==> src/rtl/pstt_pkg.sv <==
// ----------------------------------------------------------------------------
// Priority sorted task table: shared types and codes
// Request and response transaction layouts, operation modes and status codes.
// ----------------------------------------------------------------------------
package pstt_pkg;

   // Operation modes carried in the request transaction
   localparam logic [2:0] MODE_ADD      = 3'd0;
   localparam logic [2:0] MODE_REMOVE   = 3'd1;
   localparam logic [2:0] MODE_COMPLETE = 3'd2;
   localparam logic [2:0] MODE_LOOKUP   = 3'd3;
   localparam logic [2:0] MODE_DUMP     = 3'd4;

   // Status codes carried in the response transaction
   localparam logic [1:0] STAT_OK       = 2'd0;
   localparam logic [1:0] STAT_NOTFOUND = 2'd1;
   localparam logic [1:0] STAT_EMPTY    = 2'd2;
   localparam logic [1:0] STAT_FULL     = 2'd3;

   typedef struct packed {
      logic [2:0]  mode;
      logic [7:0]  priority_req;
      logic [15:0] tag;
      logic [7:0]  position;
      logic        undo;
   } req_type;

   typedef struct packed {
      logic [1:0]  status;
      logic [4:0]  rank;
      logic [7:0]  entry_priority_out;
      logic [15:0] entry_tag_out;
      logic        completed;
      logic [4:0]  count;
      logic        last;
   } rsp_type;

endpackage

==> src/rtl/priority_sorted_task_table.sv <==
// ----------------------------------------------------------------------------
// Priority sorted task table
// A table of up to DEPTH entries kept in ascending priority order in a
// single-port-read, single-port-write memory, walked by a small sequencer.
// ----------------------------------------------------------------------------
//
//  Channel | Direction | Handshake             | Payload
//  --------+-----------+-----------------------+---------------------------
//  req_    | in        | req_valid / req_ready | req_type (one operation)
//  rsp_    | out       | rsp_valid / rsp_ready | rsp_type (one or more results)
//
// At most one entry is read per cycle and that single read port sets the pace. An
// add compares entries on the walk up from the tail, moving each larger one back,
// then inserts; a remove reads the entry and moves each entry behind it forward one
// slot; mark complete and look up read the one entry; a rejected request goes
// straight to the output stage; a dump reads and emits each entry in turn. req_ready
// returns once the last result is in the output register, which holds it through
// rsp_ready stalls. Reset clears the state, count and valid flag, not the slots.
// ----------------------------------------------------------------------------
module priority_sorted_task_table
   import pstt_pkg::*;
#(
   parameter int DEPTH         = 16,
   parameter int PRIORITY_BITS = 8,
   parameter int TAG_BITS      = 16
) (
   input  logic    clock,
   input  logic    reset,
   input  logic    req_valid,
   output logic    req_ready,
   input  req_type req_data,
   output logic    rsp_valid,
   input  logic    rsp_ready,
   output rsp_type rsp_data
);

   // Widths derived from the table size and entry layout
   localparam int AW   = $clog2(DEPTH);
   localparam int CW   = $clog2(DEPTH + 1);
   localparam int CMPW = (CW > 8) ? CW : 8;
   localparam int PW   = PRIORITY_BITS;
   localparam int TW   = TAG_BITS;
   localparam int PEXT = (PW > 8) ? PW : 8;
   localparam int TEXT = (TW > 16) ? TW : 16;
   localparam int EW   = PW + TW + 1;

   // Sequencer states
   localparam logic [2:0] S_IDLE    = 3'd0;
   localparam logic [2:0] S_CAP     = 3'd1;
   localparam logic [2:0] S_ADD_CMP = 3'd2;
   localparam logic [2:0] S_ADD_INS = 3'd3;
   localparam logic [2:0] S_RM_SH   = 3'd4;
   localparam logic [2:0] S_EMIT    = 3'd5;

   logic [2:0]    state_ff, state_in;
   logic [2:0]    mode_ff, mode_in;
   logic [PW-1:0] prio_ff, prio_in;
   logic [TW-1:0] tag_ff, tag_in;
   logic          undo_ff, undo_in;
   logic [AW-1:0] idx_ff, idx_in;
   logic [AW-1:0] ptr_ff, ptr_in;
   logic [CW-1:0] fill_ff, fill_in;
   rsp_type       res_ff, res_in;
   rsp_type       rsp_ff;
   logic          rsp_valid_ff;
   logic          rsp_load;

   // Table memory: each word is {priority, tag, completed}
   logic [EW-1:0] slot_ff [DEPTH];
   logic [EW-1:0] rd_data_ff;
   logic          rd_en;
   logic [AW-1:0] rd_addr;
   logic          wr_en;
   logic [AW-1:0] wr_addr;
   logic [EW-1:0] wr_data;

   // Field views of the incoming request and of the word just read
   logic [PEXT-1:0] req_prio_ext;
   logic [TEXT-1:0] req_tag_ext;
   logic [PW-1:0]   req_prio;
   logic [TW-1:0]   req_tag;
   logic [AW-1:0]   req_idx;
   logic            pos_ok;
   logic            tbl_empty;
   logic            tbl_full;
   logic [PW-1:0]   e_prio;
   logic [TW-1:0]   e_tag;
   logic            e_done;
   logic [PEXT-1:0] e_prio_ext;
   logic [TEXT-1:0] e_tag_ext;
   logic [PEXT-1:0] new_prio_ext;
   logic [TEXT-1:0] new_tag_ext;

   assign req_prio_ext = PEXT'(req_data.priority_req);
   assign req_tag_ext  = TEXT'(req_data.tag);
   assign req_prio     = req_prio_ext[PW-1:0];
   assign req_tag      = req_tag_ext[TW-1:0];
   assign req_idx      = AW'(req_data.position - 8'd1);
   assign pos_ok       = (req_data.position != 8'd0) &&
                         (CMPW'(req_data.position) <= CMPW'(fill_ff));
   assign tbl_empty    = (fill_ff == '0);
   assign tbl_full     = (fill_ff == CW'(DEPTH));

   assign e_prio       = rd_data_ff[EW-1 -: PW];
   assign e_tag        = rd_data_ff[TW:1];
   assign e_done       = rd_data_ff[0];
   assign e_prio_ext   = PEXT'(e_prio);
   assign e_tag_ext    = TEXT'(e_tag);
   assign new_prio_ext = PEXT'(prio_ff);
   assign new_tag_ext  = TEXT'(tag_ff);

   // Sequencer: at most one memory read and at most one memory write per cycle.
   always_comb begin
      state_in = state_ff;
      mode_in  = mode_ff;
      prio_in  = prio_ff;
      tag_in   = tag_ff;
      undo_in  = undo_ff;
      idx_in   = idx_ff;
      ptr_in   = ptr_ff;
      fill_in  = fill_ff;
      res_in   = res_ff;
      rd_en    = 1'b0;
      rd_addr  = ptr_ff;
      wr_en    = 1'b0;
      wr_addr  = ptr_ff;
      wr_data  = rd_data_ff;
      rsp_load = 1'b0;

      unique case (state_ff)
         S_IDLE: begin
            if (req_valid) begin
               mode_in      = req_data.mode;
               prio_in      = req_prio;
               tag_in       = req_tag;
               undo_in      = req_data.undo;
               idx_in       = req_idx;
               // Default to an entry-less result; overwritten once an entry is found
               res_in       = '0;
               res_in.count = 5'(fill_ff);
               res_in.last  = 1'b1;
               state_in     = S_EMIT;
               unique case (req_data.mode) inside
                  MODE_ADD: begin
                     if (tbl_full) begin
                        res_in.status = STAT_FULL;
                     end else if (tbl_empty) begin
                        ptr_in   = '0;
                        state_in = S_ADD_INS;
                     end else begin
                        // Walk up from the tail, moving larger priorities down
                        rd_en    = 1'b1;
                        rd_addr  = AW'(fill_ff - CW'(1));
                        ptr_in   = AW'(fill_ff - CW'(1));
                        state_in = S_ADD_CMP;
                     end
                  end
                  MODE_DUMP: begin
                     if (tbl_empty) begin
                        res_in.status = STAT_EMPTY;
                     end else begin
                        rd_en    = 1'b1;
                        rd_addr  = '0;
                        ptr_in   = '0;
                        state_in = S_CAP;
                     end
                  end
                  MODE_REMOVE, MODE_COMPLETE, MODE_LOOKUP: begin
                     if (tbl_empty) begin
                        res_in.status = (req_data.mode == MODE_LOOKUP) ?
                                        STAT_NOTFOUND : STAT_EMPTY;
                     end else if (!pos_ok) begin
                        res_in.status = STAT_NOTFOUND;
                     end else begin
                        rd_en    = 1'b1;
                        rd_addr  = req_idx;
                        state_in = S_CAP;
                     end
                  end
                  default: begin
                     res_in.status = STAT_NOTFOUND;
                  end
               endcase
            end
         end

         S_CAP: begin
            res_in.status             = STAT_OK;
            res_in.rank               = 5'(idx_ff) + 5'd1;
            res_in.entry_priority_out = e_prio_ext[7:0];
            res_in.entry_tag_out      = e_tag_ext[15:0];
            res_in.completed          = e_done;
            res_in.count              = 5'(fill_ff);
            res_in.last               = 1'b1;
            state_in                  = S_EMIT;
            case (mode_ff)
               MODE_COMPLETE: begin
                  if (!undo_ff) begin
                     wr_en            = 1'b1;
                     wr_addr          = idx_ff;
                     wr_data          = {e_prio, e_tag, 1'b1};
                     res_in.completed = 1'b1;
                  end
               end
               MODE_REMOVE: begin
                  fill_in      = fill_ff - CW'(1);
                  res_in.count = 5'(fill_ff - CW'(1));
                  if (CW'(idx_ff) < fill_ff - CW'(1)) begin
                     rd_en    = 1'b1;
                     rd_addr  = idx_ff + AW'(1);
                     ptr_in   = idx_ff;
                     state_in = S_RM_SH;
                  end
               end
               MODE_DUMP: begin
                  res_in.rank = 5'(ptr_ff) + 5'd1;
                  res_in.last = ((CW'(ptr_ff) + CW'(1)) == fill_ff);
               end
               default: begin
               end
            endcase
         end

         S_ADD_CMP: begin
            if (e_prio > prio_ff) begin
               wr_en   = 1'b1;
               wr_addr = ptr_ff + AW'(1);
               if (ptr_ff == '0) begin
                  state_in = S_ADD_INS;
               end else begin
                  rd_en   = 1'b1;
                  rd_addr = ptr_ff - AW'(1);
                  ptr_in  = ptr_ff - AW'(1);
               end
            end else begin
               // Equal priorities stay ahead of the new entry
               ptr_in   = ptr_ff + AW'(1);
               state_in = S_ADD_INS;
            end
         end

         S_ADD_INS: begin
            wr_en                     = 1'b1;
            wr_addr                   = ptr_ff;
            wr_data                   = {prio_ff, tag_ff, 1'b0};
            fill_in                   = fill_ff + CW'(1);
            res_in.status             = STAT_OK;
            res_in.rank               = 5'(ptr_ff) + 5'd1;
            res_in.entry_priority_out = new_prio_ext[7:0];
            res_in.entry_tag_out      = new_tag_ext[15:0];
            res_in.completed          = 1'b0;
            res_in.count              = 5'(fill_ff + CW'(1));
            res_in.last               = 1'b1;
            state_in                  = S_EMIT;
         end

         S_RM_SH: begin
            // Slot ptr takes the entry behind it; fill_ff already holds the new count
            wr_en   = 1'b1;
            wr_addr = ptr_ff;
            if ((CW'(ptr_ff) + CW'(1)) < fill_ff) begin
               rd_en   = 1'b1;
               rd_addr = ptr_ff + AW'(2);
               ptr_in  = ptr_ff + AW'(1);
            end else begin
               state_in = S_EMIT;
            end
         end

         S_EMIT: begin
            if (!rsp_valid_ff || rsp_ready) begin
               rsp_load = 1'b1;
               if ((mode_ff == MODE_DUMP) && !res_ff.last) begin
                  rd_en    = 1'b1;
                  rd_addr  = ptr_ff + AW'(1);
                  ptr_in   = ptr_ff + AW'(1);
                  state_in = S_CAP;
               end else begin
                  state_in = S_IDLE;
               end
            end
         end

         default: begin
            state_in = S_IDLE;
         end
      endcase
   end

   always_ff @(posedge clock) begin
      if (reset) begin
         state_ff     <= S_IDLE;
         fill_ff      <= '0;
         rsp_valid_ff <= 1'b0;
      end else begin
         state_ff <= state_in;
         fill_ff  <= fill_in;
         if (rsp_load) begin
            rsp_valid_ff <= 1'b1;
         end else if (rsp_ready) begin
            rsp_valid_ff <= 1'b0;
         end
      end
   end

   always_ff @(posedge clock) begin
      mode_ff <= mode_in;
      prio_ff <= prio_in;
      tag_ff  <= tag_in;
      undo_ff <= undo_in;
      idx_ff  <= idx_in;
      ptr_ff  <= ptr_in;
      res_ff  <= res_in;
      if (rsp_load) begin
         rsp_ff <= res_ff;
      end
   end

   // Table memory ports
   always_ff @(posedge clock) begin
      if (wr_en) begin
         slot_ff[wr_addr] <= wr_data;
      end
   end

   always_ff @(posedge clock) begin
      if (rd_en) begin
         rd_data_ff <= slot_ff[rd_addr];
      end
   end

   assign req_ready = (state_ff == S_IDLE);
   assign rsp_valid = rsp_valid_ff;
   assign rsp_data  = rsp_ff;

   // The entry count never runs past the table size.
   assert property (@(posedge clock) disable iff (reset)
      fill_ff <= CW'(DEPTH))
      else $error("entry count exceeds table size");

   // The count changes only where an entry is inserted or removed.
   assert property (@(posedge clock) disable iff (reset)
      (state_ff != S_CAP && state_ff != S_ADD_INS) |=> (fill_ff == $past(fill_ff)))
      else $error("entry count changed outside insert or remove");

   // A full status is only reported against a full table.
   assert property (@(posedge clock) disable iff (reset)
      (rsp_valid_ff && rsp_ff.status == STAT_FULL) |-> (rsp_ff.count == 5'(DEPTH)))
      else $error("full status with a table that is not full");

endmodule
==> config.mk <==
export PLATFORM = sky130hd
export DESIGN_NAME = priority_sorted_task_table
export DESIGN_NICKNAME = d
export VERILOG_FILES = /design/src/rtl/pstt_pkg.sv /design/src/rtl/priority_sorted_task_table.sv
export SDC_FILE = /design/constraint.sdc
export NUM_CORES = 1
export LEC_CHECK = 0
export BUFFER_PORTS_ARGS = -buffer_cell sky130_fd_sc_hd__buf_2
export CAP_MARGIN = 20
export CORE_ASPECT_RATIO = 0.6
export CORE_MARGIN = 2
export CORE_UTILIZATION = 67
export DETAILED_ROUTE_END_ITERATION = 8
export PLACE_DENSITY = 0.91
export SLEW_MARGIN = 20
export SYNTH_ARGS = -nofsm -noshare
export SYNTH_HDL_FRONTEND = slang
export SYNTH_SLANG_ARGS = --single-unit
export TNS_END_PERCENT = 20
==> constraint.sdc <==
create_clock -name clock -period 6.9 [get_ports clock]
set_input_delay 1.38 -clock clock [delete_from_list [all_inputs] [get_ports clock]]
set_output_delay 1.38 -clock clock [all_outputs]
set_load 0.02 [all_outputs]
==> metrics, run 1 <==
outcome=complete, no violations; setup bufs post-CTS=0; TNS Setup=0 ns; drt total wl=58100 um; Least-Margin Pin Slew=1.06 ns; Worst IR Drop VDD=just under 0.6 mV; hold path depth=0; FF-to-FF path depth=17; power per standard cell area=about 530 nW/um^2; syn_area_per_cell=roughly 16 sq um; DRT iter0 DRCs=1945; share of layout cells above drive strength 1=0.166; total power=13300 uW; worst r2r dst=rd_data_ff[16]; Diodes inserted=0; syn_nets=~1500; Sink Count=about 550; CP Capture Type=flop; Synth top cells by count=edfxtp_1, mux2i_1, o22ai_1, nor2_1, nand2_1; CP Class=reg2reg; final-report max-slew violation count=0; Syn Inst Count=about 1400; Post-CTS Resized=0; CTS Root Cell=clkbuf_16; worst min path class=reg2reg; Worst EP arrival=5.85 ns; global route total overflow=0; Seq/Total Area, Yosys=0.717; unrepaired setup endpoints after global routing=false; initial antenna violation count=0; DRC=0; Synth area leader=edfxtp_1; relative slew slack=0.291; share of the synthesized area in the top cell type=0.709; Critical Path Source Type=flop; Final Setup Violations=0; CTS Hold Bufs=0; reg2reg setup slack=1.36 ns; Max Cap Viol=0; nets=~1600; die span in x=approximately 240 um; Die Ht=between 100 and 150 um; top_reg_cell synth=edfxtp_1; drt pass-1 iters=6; Synth Warn #=0; H-tree depth=2; clock buffer depth=3; largest net degree at the start of global routing=65; worst hold endpoint=rsp_data[11]; Placer Congestion=~1.0; first-pass GRT wire length=between 80000 and 90000 um; Clk Latency, worst-skew pair=0.58 ns; core footprint=33600 sq um; Final Hold Vio Count=0; HP Start=res_ff[11]; Max Clock Skew=roughly 0.02 ns; antenna-violating nets left=0; final worst path period share=0.802; Port Buf Inserts=79; Max Fclk=around 180 MHz; min Tclk post-route=between 5 and 6 ns; Via Count=13800; Worst-path clk slew=~0.06 ns; Async SR Flop Fraction=0; IO Pins=80; Synth cell types=78; Area Overhead vs Synth=11.1%; Leak=roughly 0.0092 uW; CTS tree=done; number of global-route vias before repair=between 10000 and 15000; Die Footprint=~35000 sq um; top-count cell post-synth=edfxtp_1; TritonCTS Buffers=47; Seq cells post-synth=between 500 and 600; Initial Utilization=0.678; RR Startpoint=ptr_ff[2]; Syn Std Cell Area=roughly 23000 sq um; routed len/inst=roughly 29 um; Post-synth EDFFs=537; Detail Placement HPWL=around 35000 um; Vias/cell=6.81; Row Count=between 50 and 60; required arrival time at the worst endpoint=7.21 ns; CP max FO=between 60 and 70; Area contributors post-synth=edfxtp_1, mux2i_1, o22ai_1, ha_1, nor2_1; GRT Overall Usage=0.328
==> worst max-delay path by stage <==
stage                start              to  slack (ns)
2_1_floorplan  req_data[2]   rd_data_ff[0]        2.44
3_5_place_dp   req_data[1]   rd_data_ff[9]        1.38
5_1_grt          ptr_ff[1]   rd_data_ff[9]        1.19
6_report         ptr_ff[2]  rd_data_ff[16]        1.36
3_3_place_gp   req_data[1]   rd_data_ff[9]        1.48
4_1_cts          ptr_ff[1]   rd_data_ff[9]        1.57
==> logic make-up (layout without fill, tap and decap cells) <==
group	after synthesis	in the layout	share of synthesized area
AO/OA/AOI/OAI	237	237	0.0694
XOR/XNOR	20	20	0.00770
buffers and inverters	96	240	0.0232
flip-flops	546	546	0.717
AND/OR/NAND/NOR	246	246	0.0558
adder cells (fa/ha/maj)	31	31	0.0170
multiplexers	248	248	0.110
==> worst max-delay path, cell delays in order (launching register included) <==
cell      delay (ns)
edfxtp_1        0.66
ha_1            0.30
nand2_1         0.18
xnor2_1         0.37
inv_1           0.08
ha_1            0.30
and3_1          0.17
o21ai_0         0.15
nand2_1         0.15
nor3_1          0.07
nor3_1          0.25
or4b_1          0.49
a22oi_2         0.27
buf_12          0.41
buf_4           0.36
mux2i_1         0.29
o22ai_1         0.10
or4_1           0.55
==> metrics by stage <==
stage	hold WS [ns]	std cells	setup slack, ns	util	area, sq um
floorplan	0.400	1424	2.44	-	22800
global placement	0.401	1942	1.48	0.708	23800
detailed placement	0.405	1942	1.38	0.708	23800
CTS	0.420	2027	1.57	0.753	25300
global route	0.423	2027	1.19	0.753	25300
finish	0.416	2027	1.36	0.753	25300
==> sequential cells by signal, summed over array words and instances, names as in the netlist <==
register	count
res_ff	38
new_tag_ext	16
fill_ff	5
rsp_valid	1
rd_data_ff	25
undo_ff	1
state_ff	3
ptr_ff	4
new_prio_ext	8
slot_ff	400
mode_ff	3
rsp_data	38
idx_ff	4
==> power by group <==
group | internal, uW | leakage (uW) | switching [uW]
clock network | 1480 | 0.000739 | 1160
registers | 4820 | 0.00498 | 295
logic | 1970 | 0.00343 | 3560
total | 8270 | 0.00915 | 5010
==> layer usage <==
layer | share of wire | vias up | GRT usage
li1 | - | 5814 | -
met1 | 0.39 | 6816 | 0.466
met2 | 0.44 | 1039 | 0.487
met3 | 0.14 | 140 | 0.111
met4 | 0.027 | 2 | 0.100
met5 | 0.0011 | - | 0.0134
==> cell usage in the layout, fill, tap and decap left out, types with 5 or more instances in the layout <==
cell         n
a211oi_1     9
and2_1       5
mux2i_1    230
nand2b_1     5
a21o_1       7
inv_1       25
nand3_1     12
nand4_1      5
buf_4       43
nor3_1      13
clkbuf_1     7
nand2_2      6
nand2_1     49
edfxtp_1   537
o21ai_0     34
nor2b_1     11
o22ai_1    103
xnor2_1     18
ha_1        31
clkinv_1    14
mux2_2      18
o211ai_1     7
nor2_2      19
or4_1       26
buf_2       79
nor2_1      66
clkbuf_16   49
clkinv_2     9
a21oi_1     37
dfxtp_1      8
bufinv_16    5
==> cell type report <==
cell class,count,area (sq um)
inverters,31,118
repair buffers,124,758
well taps,459,574
fillers,1935,8300
flip-flops and latches,546,16300
clock inverters,29,263
clock buffers,56,1250
multi-input cells,782,6000
(Power assumes the default switching activity.)
==> run 2: changes to the inputs <==
Settings changed: ABC_AREA set to 1, CORE_UTILIZATION 67 to 56, PLACE_DENSITY 0.91 to 0.82.
Clock period 6.9 ns to 4.92 ns, I/O delays scaled along.
==> metrics, run 2 <==
outcome=complete, no violations (unchanged); final worst path period share=0.868 (was 0.802); Initial Utilization=0.566 (was 0.678); Synth Warn #=0 (unchanged); Async SR Flop Fraction=0 (unchanged); CTS Hold Bufs=0 (unchanged); FF-to-FF path depth=21 (was 17); Seq/Total Area, Yosys=0.689 (was 0.717); RR Startpoint=fill_ff[1] (was ptr_ff[2]); Syn Inst Count=2053 (was 1424); routed len/inst=24.3 um (was 28.7 um); slowest library cell on the worst path=buf_12 (was edfxtp_1); slowest stage delay, CP=0.69 ns (was 0.66 ns); worst-path cell chain=inv_1 -> ha_1 -> ha_1 -> o21ai_1 -> nand2_1 -> nand2_1 -> nand2_1 -> nand2_1 -> nand2_1 -> nand2_1 -> buf_4 -> nand3_1 -> nand3_2 -> nor2_4 -> buf_12 -> nand3_1 -> nand3_1 -> nand3_1 -> nand2_1 -> nand2_1 -> nand2_1 (was ha_1 -> nand2_1 -> xnor2_1 -> inv_1 -> ha_1 -> and3_1 -> o21ai_0 -> nand2_1 -> nor3_1 -> nor3_1 -> or4b_1 -> a22oi_2 -> buf_12 -> buf_4 -> mux2i_1 -> o22ai_1 -> or4_1); worst min path class=reg2reg (unchanged); commonest non-fill, non-tap cells in the layout=edfxtp_1, nand3_1, nand2_1 (was edfxtp_1, mux2i_1, o22ai_1); global route total overflow=0 (unchanged); H-tree depth=2 (unchanged); first-pass GRT wire length=99200 um (was 84400 um); reg2reg setup slack=0.65 ns (was 1.36 ns); multi-input logic area=6480 sq um (was 6000 sq um); clock network power share=0.190 (was 0.199); largest net degree at the start of global routing=201 (was 65); nets=2214 (was 1603); Leak=0.00995 uW (was 0.00915 uW); Seq cells post-synth=546 (unchanged); DRT iter0 DRCs=3147 (was 1945); Synth top cells by count=edfxtp_1, nand3_1, nand2_1, inv_1, o21ai_0 (was edfxtp_1, mux2i_1, o22ai_1, nor2_1, nand2_1); Synth area leader=edfxtp_1 (unchanged); CP startpoint=fill_ff[1] (was ptr_ff[2]); Reg power frac=0.350 (was 0.385); core footprint=41800 sq um (was 33600 sq um); Sink Count=546 (unchanged); CTS Root Cell=clkbuf_16 (unchanged); end of the critical path=rd_data_ff[24] (was rd_data_ff[16]); CP Capture Type=flop (unchanged); DRC=0 (unchanged); GRT Overall Usage=0.302 (was 0.328); Max Fclk=234 MHz (was 181 MHz); Die Footprint=44000 sq um (was 35500 sq um); TritonCTS Buffers=46 (was 47); Post-Place Setup Slack=0.644 ns (was 1.38 ns); Port Buf Inserts=79 (unchanged); Row Count=58 (was 52); required arrival time at the worst endpoint=5.32 ns (was 7.21 ns); Placed Area=25000 sq um (was 23800 sq um); final-report max-slew violation count=0 (unchanged); Clk Latency, worst-skew pair=0.59 ns (was 0.58 ns); Area contributors post-synth=edfxtp_1, nand3_1, nand2_1, ha_1, o21ai_0 (was edfxtp_1, mux2i_1, o22ai_1, ha_1, nor2_1); top_reg_cell synth=edfxtp_1 (unchanged); CP Class=reg2reg (unchanged); Syn Std Cell Area=23700 sq um (was 22800 sq um); Post-synth EDFFs=537 (unchanged); Critical Path Source Type=flop (unchanged); unrepaired setup endpoints after global routing=false (unchanged); antenna-violating nets left=0 (unchanged); Max Clock Skew=0.0302 ns (was 0.0195 ns); final worst setup slack=0.649 ns (was 1.36 ns); share of layout cells above drive strength 1=0.137 (was 0.166); share of the synthesized area in the top cell type=0.682 (was 0.709); Detail Placement HPWL=40600 um (was 35000 um); Placer Congestion=1.02 (was 1.00); Worst EP arrival=4.67 ns (was 5.85 ns); Least-Margin Pin Slew=0.988 ns (was 1.06 ns); syn_nets=2124 (was 1495); number of global-route vias before repair=16200 (was 13500); Design Area, Final=26600 sq um (was 25300 sq um); Max Cap Viol=0 (unchanged); Diodes inserted=0 (unchanged); power per standard cell area=743 nW/um^2 (was 525 nW/um^2); CTS tree=done (unchanged); worst r2r dst=rd_data_ff[24] (was rd_data_ff[16]); clock buffer depth=3 (unchanged); most common cell after layout, fill and taps aside=edfxtp_1 (unchanged); P_sw=8520 uW (was 5010 uW); relative slew slack=0.337 (was 0.291); Non-Filler Instances=2750 (was 2027); top-count cell post-synth=edfxtp_1 (unchanged); most frequent CP cell=nand2_1; switching share of power=0.431 (was 0.377); Biggest register=slot_ff (unchanged); syn_area_per_cell=11.5 sq um (was 16.0 sq um); Worst IR Drop VDD=0.602 mV (was 0.592 mV); Post-CTS Resized=0 (unchanged); max FFs per register=400 (unchanged); total power=19800 uW (was 13300 uW); initial antenna violation count=3 (was 0); Final Setup Violations=0 (unchanged); Vias/cell=6.24 (was 6.81); setup bufs post-CTS=0 (unchanged); Via Count=17200 (was 13800); drt pass-1 iters=8 (was 6); Die Ht=163 um (was 147 um); Comb power frac=0.460 (was 0.416); Final Hold Vio Count=0 (unchanged); IO Pins=80 (unchanged); min Tclk post-route=4.27 ns (was 5.54 ns); FF/Latch Area=16300 sq um (about the same); TNS Setup=0 ns (unchanged); Int Power=11300 uW (was 8270 uW); Fillers=3072 (was 1935); Synth cell types=51 (was 78); CP max FO=200 (was 64); dpl cells=2662 (was 1942); drt total wl=66700 um (was 58100 um); die span in x=269 um (was 242 um); Area Overhead vs Synth=12.5% (was 11.1%); Worst-path clk slew=0.07 ns (was 0.06 ns)
run 2: cells by family after synthesis:
kind of cell | Yosys count | synth area share
AOI/OAI and AO/OA | 145 | 0.0358
DFF | 546 | 0.689
adders and majority gates | 31 | 0.0164
and+or+nand+nor | 1097 | 0.209
xor gates and xnor gates | 11 | 0.00407
buffers and inverters | 223 | 0.0455
run 2: cell type report:
class	instances	share of cell area
clock buffers	55	0.0453
clock inverters	30	0.0121
inverters	107	0.0151
multi-input cells	1284	0.243
flip-flops and latches	546	0.612
well taps	570	0.0268
repair buffers	158	0.0450
run 2: worst min-delay path by stage:
stage,start,endpoint,slack (ns),depth (start not counted)
3_3_place_gp,res_ff[4],rsp_data[4],0.40,0
6_report,res_ff[19],rsp_data[19],0.42,0
2_1_floorplan,res_ff[10],rsp_data[10],0.40,0
3_5_place_dp,res_ff[13],rsp_data[13],0.40,0
5_1_grt,res_ff[28],rsp_data[28],0.43,0
4_1_cts,res_ff[19],rsp_data[19],0.42,0
run 2: layer usage:
layer | routed length, um | track usage | vias up | share of wire
li1 | - | - | 7509 | -
met1 | 27400 | 0.453 | 8229 | 0.41
met2 | 27700 | 0.424 | 1274 | 0.42
met3 | 9880 | 0.0981 | 155 | 0.15
met4 | 1680 | 0.0785 | 4 | 0.025
met5 | 27 | 0 | - | 0.00040
run 2: per-stage QoR:
step	utilization	hold WS, ns
after floorplan	-	0.400
after detailed placement	0.598	0.405
after CTS	0.635	0.420
final	0.637	0.419
after global routing	0.637	0.425
after global placement	0.598	0.401
run 2: critical path: cells and delay by family (launching register included):
kind / cells / cell delay [ns]
AND/OR/NAND/NOR: 15 / 1.71
buffers and inverters: 3 / 1.19
adder cells (fa/ha/maj): 2 / 0.66
flip-flops: 1 / 0.34
AO/OA/AOI/OAI: 1 / 0.07
run 2: power groups by stage:
stage,combinational (uW),clock (uW),sequential (uW)
6_report,9100,3770,6930
5_1_grt,9840,3960,6960
4_1_cts,8770,3770,6910
3_5_place_dp,8680,0,7000
3_3_place_gp,8490,0,6970
2_1_floorplan,5850,0,6970
